[config.mk]
export PLATFORM = sky130hd
export DESIGN_NAME = bidirectional_overcurrent_trip_core
export DESIGN_NICKNAME = d
export VERILOG_FILES = /design/src/sv/boct_pkg.sv /design/src/sv/boct_cfg_regs.sv /design/src/sv/boct_eval.sv /design/src/sv/bidirectional_overcurrent_trip_core.sv
export SDC_FILE = /design/constraint.sdc
export NUM_CORES = 1
export LEC_CHECK = 0
export ABC_AREA = 1
export BUFFER_PORTS_ARGS = -buffer_cell sky130_fd_sc_hd__buf_2
export CORE_MARGIN = 2
export CORE_UTILIZATION = 59
export DETAILED_ROUTE_END_ITERATION = 7
export GPL_TIMING_DRIVEN = 0
export PLACE_DENSITY = 0.81
export SLEW_MARGIN = 20
export SYNTH_ARGS = -nofsm -noshare
export SYNTH_HDL_FRONTEND = slang
export SYNTH_SLANG_ARGS = --single-unit
[constraint.sdc]
create_clock -name clk -period 3.6 [get_ports clk]
set_clock_uncertainty 0.1 [all_clocks]
set_input_delay 0.36 -clock clk [delete_from_list [all_inputs] [get_ports clk]]
set_output_delay 0.36 -clock clk [all_outputs]
set_load 0.05 [all_outputs]
[src/sv/boct_pkg.sv]
`default_nettype none

package boct_pkg;

  // Width of the APB address; registers sit at byte addresses 0, 4, 8, 12 and 16.
  localparam int unsigned ADDR_BITS  = 5;
  localparam int unsigned LIMIT_BITS = 15;
  localparam int unsigned HOLD_BITS  = 16;

  // Register indexes, taken from the word address paddr[4:2].
  localparam logic [2:0] REG_DCH_CONT = 3'd0;
  localparam logic [2:0] REG_DCH_PEAK = 3'd1;
  localparam logic [2:0] REG_CHG_CONT = 3'd2;
  localparam logic [2:0] REG_CHG_PEAK = 3'd3;
  localparam logic [2:0] REG_HOLD     = 3'd4;

  typedef enum logic [2:0] {
    KIND_NONE     = 3'd0,
    KIND_DCH_CONT = 3'd1,
    KIND_DCH_PEAK = 3'd2,
    KIND_CHG_CONT = 3'd3,
    KIND_CHG_PEAK = 3'd4
  } trip_kind_t;

  typedef struct packed {
    logic [LIMIT_BITS-1:0] dch_cont_limit;
    logic [LIMIT_BITS-1:0] dch_peak_limit;
    logic [LIMIT_BITS-1:0] chg_cont_limit;
    logic [LIMIT_BITS-1:0] chg_peak_limit;
    logic [HOLD_BITS-1:0]  peak_hold_time;
  } boct_cfg_t;

endpackage

`default_nettype wire

[src/sv/boct_cfg_regs.sv]
`default_nettype none

module boct_cfg_regs (
  input  logic                           clk,
  input  logic                           rst,
  input  logic                           psel,
  input  logic                           penable,
  input  logic                           pwrite,
  input  logic [boct_pkg::ADDR_BITS-1:0] paddr,
  input  logic [31:0]                    pwdata,
  output logic [31:0]                    prdata,
  output logic                           pready,
  output boct_pkg::boct_cfg_t            cfg
);
  import boct_pkg::*;

  logic [2:0] reg_index;
  logic       wr_en;

  assign pready    = 1'b1;
  assign reg_index = paddr[ADDR_BITS-1:2];
  assign wr_en     = psel && penable && pwrite && pready;

  always_ff @(posedge clk) begin
    if (rst) begin
      cfg.dch_cont_limit <= 15'd2000;
      cfg.dch_peak_limit <= 15'd1500;
      cfg.chg_cont_limit <= 15'd1000;
      cfg.chg_peak_limit <= 15'd800;
      cfg.peak_hold_time <= 16'd1000;
    end else if (wr_en) begin
      unique case (reg_index)
        REG_DCH_CONT: cfg.dch_cont_limit <= pwdata[LIMIT_BITS-1:0];
        REG_DCH_PEAK: cfg.dch_peak_limit <= pwdata[LIMIT_BITS-1:0];
        REG_CHG_CONT: cfg.chg_cont_limit <= pwdata[LIMIT_BITS-1:0];
        REG_CHG_PEAK: cfg.chg_peak_limit <= pwdata[LIMIT_BITS-1:0];
        REG_HOLD:     cfg.peak_hold_time <= pwdata[HOLD_BITS-1:0];
        default: ;
      endcase
    end
  end

  always_comb begin
    prdata = 32'd0;
    unique case (reg_index)
      REG_DCH_CONT: prdata = {17'd0, cfg.dch_cont_limit};
      REG_DCH_PEAK: prdata = {17'd0, cfg.dch_peak_limit};
      REG_CHG_CONT: prdata = {17'd0, cfg.chg_cont_limit};
      REG_CHG_PEAK: prdata = {17'd0, cfg.chg_peak_limit};
      REG_HOLD:     prdata = {16'd0, cfg.peak_hold_time};
      default:      prdata = 32'd0;
    endcase
  end

endmodule

`default_nettype wire

[src/sv/boct_eval.sv]
`default_nettype none

module boct_eval #(
  parameter int unsigned TIME_BITS = 32
) (
  input  logic                   clk,
  input  logic                   rst,
  input  boct_pkg::boct_cfg_t    cfg,
  input  logic                   en,
  input  logic signed [15:0]     current_sample,
  input  logic [31:0]            now_ms,
  output boct_pkg::trip_kind_t   kind
);
  import boct_pkg::*;

  logic [TIME_BITS-1:0] hold_start_time;
  logic                 hold_armed;
  logic                 hold_is_charge;
  logic [TIME_BITS-1:0] hold_start_time_next;
  logic                 hold_armed_next;
  logic                 hold_is_charge_next;

  logic [63:0]          now_wide;
  logic [63:0]          hold_wide;
  logic [TIME_BITS-1:0] now_t;
  logic [TIME_BITS-1:0] elapsed;
  logic                 is_zero;
  logic                 is_chg;
  logic [15:0]          mag;
  logic [15:0]          cont_limit;
  logic [15:0]          peak_limit;
  logic                 running;

  assign now_wide  = {32'd0, now_ms};
  assign hold_wide = {48'd0, cfg.peak_hold_time};
  assign now_t     = now_wide[TIME_BITS-1:0];
  assign elapsed   = now_t - hold_start_time;

  assign is_zero = (current_sample == 16'sd0);
  assign is_chg  = current_sample[15];
  // Charge magnitude is the two's complement negation; the most negative
  // sample gives 0x8000, which is exactly 32768 in the unsigned view.
  assign mag        = is_chg ? (16'd0 - current_sample) : current_sample;
  assign cont_limit = {1'b0, is_chg ? cfg.chg_cont_limit : cfg.dch_cont_limit};
  assign peak_limit = {1'b0, is_chg ? cfg.chg_peak_limit : cfg.dch_peak_limit};
  // A direction change counts as a timer that is not running.
  assign running    = hold_armed && (hold_is_charge == is_chg);

  always_comb begin
    kind                 = KIND_NONE;
    hold_start_time_next = hold_start_time;
    hold_armed_next      = 1'b0;
    hold_is_charge_next  = hold_is_charge;
    priority if (is_zero) begin
      hold_armed_next = 1'b0;
    end else if (mag >= cont_limit) begin
      kind = is_chg ? KIND_CHG_CONT : KIND_DCH_CONT;
    end else if (mag >= peak_limit) begin
      hold_is_charge_next = is_chg;
      if (!running) begin
        hold_armed_next      = 1'b1;
        hold_start_time_next = now_t;
      end else if (elapsed > hold_wide[TIME_BITS-1:0]) begin
        kind = is_chg ? KIND_CHG_PEAK : KIND_DCH_PEAK;
      end else begin
        hold_armed_next = 1'b1;
      end
    end else begin
      hold_armed_next = 1'b0;
    end
  end

  always_ff @(posedge clk) begin
    if (rst) begin
      hold_start_time <= '0;
      hold_armed      <= 1'b0;
      hold_is_charge  <= 1'b0;
    end else if (en) begin
      hold_start_time <= hold_start_time_next;
      hold_armed      <= hold_armed_next;
      hold_is_charge  <= hold_is_charge_next;
    end
  end

  a_peak_trip_disarms: assert property (@(posedge clk) disable iff (rst)
    en && (kind == KIND_DCH_PEAK || kind == KIND_CHG_PEAK) |=> !hold_armed)
    else $error("peak trip left the hold timer armed");

  a_cont_trip_keeps_dir: assert property (@(posedge clk) disable iff (rst)
    en && (kind == KIND_DCH_CONT || kind == KIND_CHG_CONT)
    |=> !hold_armed && $stable(hold_is_charge))
    else $error("continuous trip did not disarm or changed direction");

  a_zero_disarms: assert property (@(posedge clk) disable iff (rst)
    en && is_zero |=> !hold_armed)
    else $error("zero current left the hold timer armed");

endmodule

`default_nettype wire

[src/sv/bidirectional_overcurrent_trip_core.sv]
`default_nettype none
// An accepted request is captured in the input register; its trip evaluation moves
// into the result register once that register is empty or is being drained.
// Throughput: one request per cycle unless the result stalls; compare is combinational.
// Reset (rst, synchronous, active high) empties both registers, disarms the
// hold timer and restores every limit register to its default value.

module bidirectional_overcurrent_trip_core #(
  parameter int unsigned TIME_BITS = 32
) (
  input  logic                           clk,
  input  logic                           rst,
  // Sample channel.
  input  logic                           sample_valid,
  output logic                           sample_ready,
  input  logic signed [15:0]             current_sample,
  input  logic [31:0]                    now_ms,
  // Result channel.
  output logic                           result_valid,
  input  logic                           result_ready,
  output logic                           trip,
  output logic [2:0]                     trip_kind,
  // APB configuration port.
  input  logic                           psel,
  input  logic                           penable,
  input  logic                           pwrite,
  input  logic [boct_pkg::ADDR_BITS-1:0] paddr,
  input  logic [31:0]                    pwdata,
  output logic [31:0]                    prdata,
  output logic                           pready
);
  import boct_pkg::*;

  boct_cfg_t   cfg;
  trip_kind_t  eval_kind;

  // Input register: holds one accepted request until it is evaluated.
  logic               s1_valid;
  logic signed [15:0] s1_sample;
  logic [31:0]        s1_now;
  logic               advance;

  // The request in the input register is evaluated, and the hold timer state
  // updated, in the cycle that its result moves into the result register.
  // That happens whenever the result register is empty or is being drained,
  // so a stalled result holds the request behind it only until the result is
  // taken, and back-to-back requests stream through at one per cycle.
  assign advance      = s1_valid && (!result_valid || result_ready);
  assign sample_ready = !s1_valid || advance;

  always_ff @(posedge clk) begin
    if (rst) begin
      s1_valid <= 1'b0;
    end else if (sample_ready) begin
      s1_valid <= sample_valid;
    end
  end

  always_ff @(posedge clk) begin
    if (sample_valid && sample_ready) begin
      s1_sample <= current_sample;
      s1_now    <= now_ms;
    end
  end

  boct_cfg_regs u_cfg (
    .clk     (clk),
    .rst     (rst),
    .psel    (psel),
    .penable (penable),
    .pwrite  (pwrite),
    .paddr   (paddr),
    .pwdata  (pwdata),
    .prdata  (prdata),
    .pready  (pready),
    .cfg     (cfg)
  );

  boct_eval #(
    .TIME_BITS (TIME_BITS)
  ) u_eval (
    .clk            (clk),
    .rst            (rst),
    .cfg            (cfg),
    .en             (advance),
    .current_sample (s1_sample),
    .now_ms         (s1_now),
    .kind           (eval_kind)
  );

  // Result register. It is cleared only when its result is taken and no
  // new result replaces it.
  always_ff @(posedge clk) begin
    if (rst) begin
      result_valid <= 1'b0;
    end else if (advance) begin
      result_valid <= 1'b1;
    end else if (result_ready) begin
      result_valid <= 1'b0;
    end
  end

  always_ff @(posedge clk) begin
    if (advance) begin
      trip      <= (eval_kind != KIND_NONE);
      trip_kind <= eval_kind;
    end
  end

  a_s1_holds: assert property (@(posedge clk) disable iff (rst)
    s1_valid && !advance |=> s1_valid && $stable(s1_now) && $stable(s1_sample))
    else $error("waiting request was lost or changed in the input register");

  a_reset_empties: assert property (@(posedge clk)
    rst |=> !result_valid && !s1_valid)
    else $error("registers not empty after reset");

endmodule

`default_nettype wire
==> flow_summary_export.csv <==
group,metric,value,unit
final_layout,final_cell_mix,"nand2_1, inv_1, nor2_1, dfxtp_1, buf_2",
route,vias,10800,
synth,seq_area_frac_synth,35.6,%
timing,fin_crit_sh,99.8,%
route,vias_per_cell,5.44,
timing,worst_slew_pin_slew,938,ps
final_layout,fillers,1415,
final_layout,fin_cells,1990,
pwr,combPwrFrac,25.8,%
synth,ys_async_sr_fraction,0,%
synth,synth_ff_type,"dfxtp_1",
synth,synth_top_area_share,21.0,%
pwr,p_sw,0.00172,W
synth,netlist_area,0.0107,mm2
placement,dpl_worst_slack,-369,ps
synth,synthCells,1556,
placement,port_buffers,95,
synth,synth_top_area_cell,"dfxtp_1",
synth,ys_ff_latch,164,
final_layout,multi_input_area,0.00592,mm2
worst_setup_path,worstPathCellList,"clkbuf_2 -> o21ai_0 -> ha_1 -> nand2_1 -> o21a_1 -> o221ai_1 -> nand2_1 -> nand4_4 -> nor2_4 -> buf_12 -> nand2_8 -> buf_8 -> nand2_1 -> inv_1 -> nor2_1",
worst_setup_path,path_class,"reg -> reg",
final_layout,final_common_cell,"nand2_1",
timing,fin_ws,6.47,ps
timing,hold_viol_final,0,
run,max_cap_violations,0,
placement,gp_congestion,1.03,
timing,rsz0062_at_grt,"yes",
global_routing,antenna_found_initial,0,
pwr,pwr-share-clk,35.1,%
global_routing,grt_overflow_total,0,
final_layout,diodes,0,
clock_tree,cts_buffer_depth,2,
route,drt.antenna.violating_nets,0,
timing,whs,9.18,ps
final_layout,fin_nets,1919,
final_layout,layout-drive-gt1-share,13.5,%
route,drc,0,
worst_setup_path,timing.critical_path.mode_cell,"nand2_1",
timing,clock.fmax,0.278,GHz
timing,period_needed,3590,ps
worst_setup_path,cp-start-kind,"flop",
synth,avgSynthCellArea,6.87,um2
floorplanning,fp-row-count,49,
clock_tree,path_clk_slew,70,ps
route,wl_per_cell,16.0,um
pwr,leakage,6.61,nW
clock_tree,cts_tree,"done",
clock_tree,htreeDepth,4,
clock_tree,ctsRootBufferMaster,"clkbuf_16",
route,drt-pass1-iter-count,5,
pwr,seqPwrFrac,39.1,%
route,finalWirelength,31800,um
timing,setup_viol,0,
final_layout,register_area,0.00380,mm2
pwr,p_int,0.00349,W
synth,synth_edf_count,52,
clock_tree,clock_sinks,164,
worst_setup_path,slowest_delay,580,ps
global_routing,grt_pass1_wl,47600,um
global_routing,grt_max_degree,33,
floorplanning,io_pins,131,
final_layout,area_growth,22.7,%
floorplanning,die_w,139,um
worst_setup_path,end_kind,"flop",
synth,yosys_warnings,0,
clock_tree,clk_latency,450,ps
global_routing,track_usage,31.0,%
worst_setup_path,crit_fanout,11,
timing,max_slew_margin,37.0,%
floorplanning,dieArea,0.0192,mm2
pwr,power_density,397,mW/mm2
route,drt_iter0_drc,1039,
status,status,"finished clean",
pwr,switching_share,33.0,%
floorplanning,start_util,59.7,%
hold_path,hp-class,"in -> reg",
worst_setup_path,cp.required,3870,ps
placement,dp_hpwl,22000,um
placement,dp_cells,1896,
timing,report.final.slew_viol_count,0,
worst_setup_path,cp.arrival,3860,ps
pwr,peakVddDrop,0.375,mV
worst_setup_path,crit_slowest_cell,"edfxtp_1",
floorplanning,chipHeight,139,um
clock_tree,numCtsBuffers,17,
synth,yosysUniqueCellTypes,45,
floorplanning,core-area,0.0179,mm2
global_routing,grt_pass1_vias,9643,
synth,synthTopCellsByArea,"dfxtp_1, nand2_1, edfxtp_1",
==> final timing paths <==
path | start | to | slack [ps] | depth (start not counted)
hold reg to reg | u_cfg.cfg[33] | u_cfg.cfg[33] | 380 | 2
setup reg to reg | s1_sample[15] | u_eval.hold_start_time[16] | 6 | 15
setup / recovery | s1_sample[15] | u_eval.hold_start_time[16] | 6 | 15
hold / removal | now_ms[1] | s1_now[1] | 9 | 1
==> per-stage QoR <==
| stage | util, % | total power (W) | setup TNS (ps) | cell area (um2) |
|---|---|---|---|---|
| after floorplan | - | 0.00293 | 0 | 10800 |
| after detailed placement | 64.4 | 0.00323 | -10900 | 11500 |
| after global routing | 73.3 | 0.00543 | -3530 | 13100 |
| after global placement | 64.3 | 0.00320 | -8030 | 11500 |
| final | 73.3 | 0.00521 | 0 | 13100 |
| after CTS | 70.5 | 0.00507 | 0 | 12600 |
==> cell usage after synthesis, types with 3 or more instances <==
master	count
inv_1	279
nand2_1	427
nor2_1	160
edfxtp_1	52
buf_1	3
o211ai_1	5
nand3_1	90
mux2i_1	15
o21a_1	5
a21oi_1	73
buf_2	3
o2111ai_1	8
a22oi_1	8
xnor2_1	5
nand4_1	13
nand3b_1	3
clkbuf_1	34
o22ai_1	7
o21bai_1	3
xor2_1	24
buf_4	17
inv_2	3
a221oi_1	6
ha_1	78
buf_6	3
o21ai_0	83
dfxtp_1	112
nor3_1	14
==> critical path, delay by kind of cell, from the launching register on <==
kind | cells | cell delay (ps)
adders and majority gates | 1 | 340
buffers and inverters | 4 | 710
and+or+nand+nor | 7 | 900
DFF | 1 | 580
AOI/OAI and AO/OA | 3 | 860
==> registers in the layout (all words and copies together) (netlist names) <==
name,cells
u_eval.hold_armed,1
trip,1
s1_sample,16
s1_now,32
result_valid,1
u_cfg.cfg,76
trip_kind,3
u_eval.hold_is_charge,1
s1_valid,1
u_eval.hold_start_time,32
==> cell type report <==
cell class | instances | share of cell area, %
Clock buffer | 20 | 3.48
Timing Repair Buffer | 159 | 8.76
Inverter | 282 | 8.07
Buffer | 59 | 2.53
Sequential cell | 164 | 29.0
Multi-Input combinational cell | 1065 | 45.1
Clock inverter | 12 | 0.896
Tap cell | 229 | 2.18
==> layer usage <==
| layer | global-route usage (%) | up-vias | part of all wire [%] |
|---|---|---|---|
| met5 | 0 | - | 0 |
| met4 | 12.7 | 0 | 3.6 |
| met3 | 7.35 | 108 | 9.6 |
| met2 | 49.0 | 584 | 44 |
| met1 | 41.2 | 4843 | 42 |
| li1 | - | 5285 | - |
==> what timing repair did <==
item | 4_1_cts | 5_1_grt
buffers inserted | 2 | 12
resized for setup | 6 | 76
setup endpoints to repair | 34 | 37
endpoints found under the hold margin | 47 | 0
hold buffers | 47 | 0
pin swaps | 1 | 21
gates cloned | 0 | 3
==> power by group through the flow <==
| stage | combinational, W | sequential [W] | clock, W |
|---|---|---|---|
| 2_1_floorplan | 0.000860 | 0.00207 | 0 |
| 3_3_place_gp | 0.00113 | 0.00206 | 0 |
| 5_1_grt | 0.00149 | 0.00204 | 0.00190 |
| 3_5_place_dp | 0.00117 | 0.00206 | 0 |
| 6_report | 0.00135 | 0.00203 | 0.00183 |
| 4_1_cts | 0.00122 | 0.00203 | 0.00182 |
==> cell families (layout without fill, tap and decap cells) <==
group / count (synthesis) / after routing / share of synthesized area [%]
buf+inv: 342 / 532 / 12.8
other cells: 2 / 17 / 0.0702
simple gates: 722 / 722 / 27.7
xor+xnor: 29 / 29 / 2.37
fa+ha+maj: 79 / 79 / 9.31
mux: 15 / 15 / 1.40
flops: 164 / 164 / 35.6
compound gates: 203 / 203 / 10.8
Note: power is estimated with default switching activity, not from simulation.
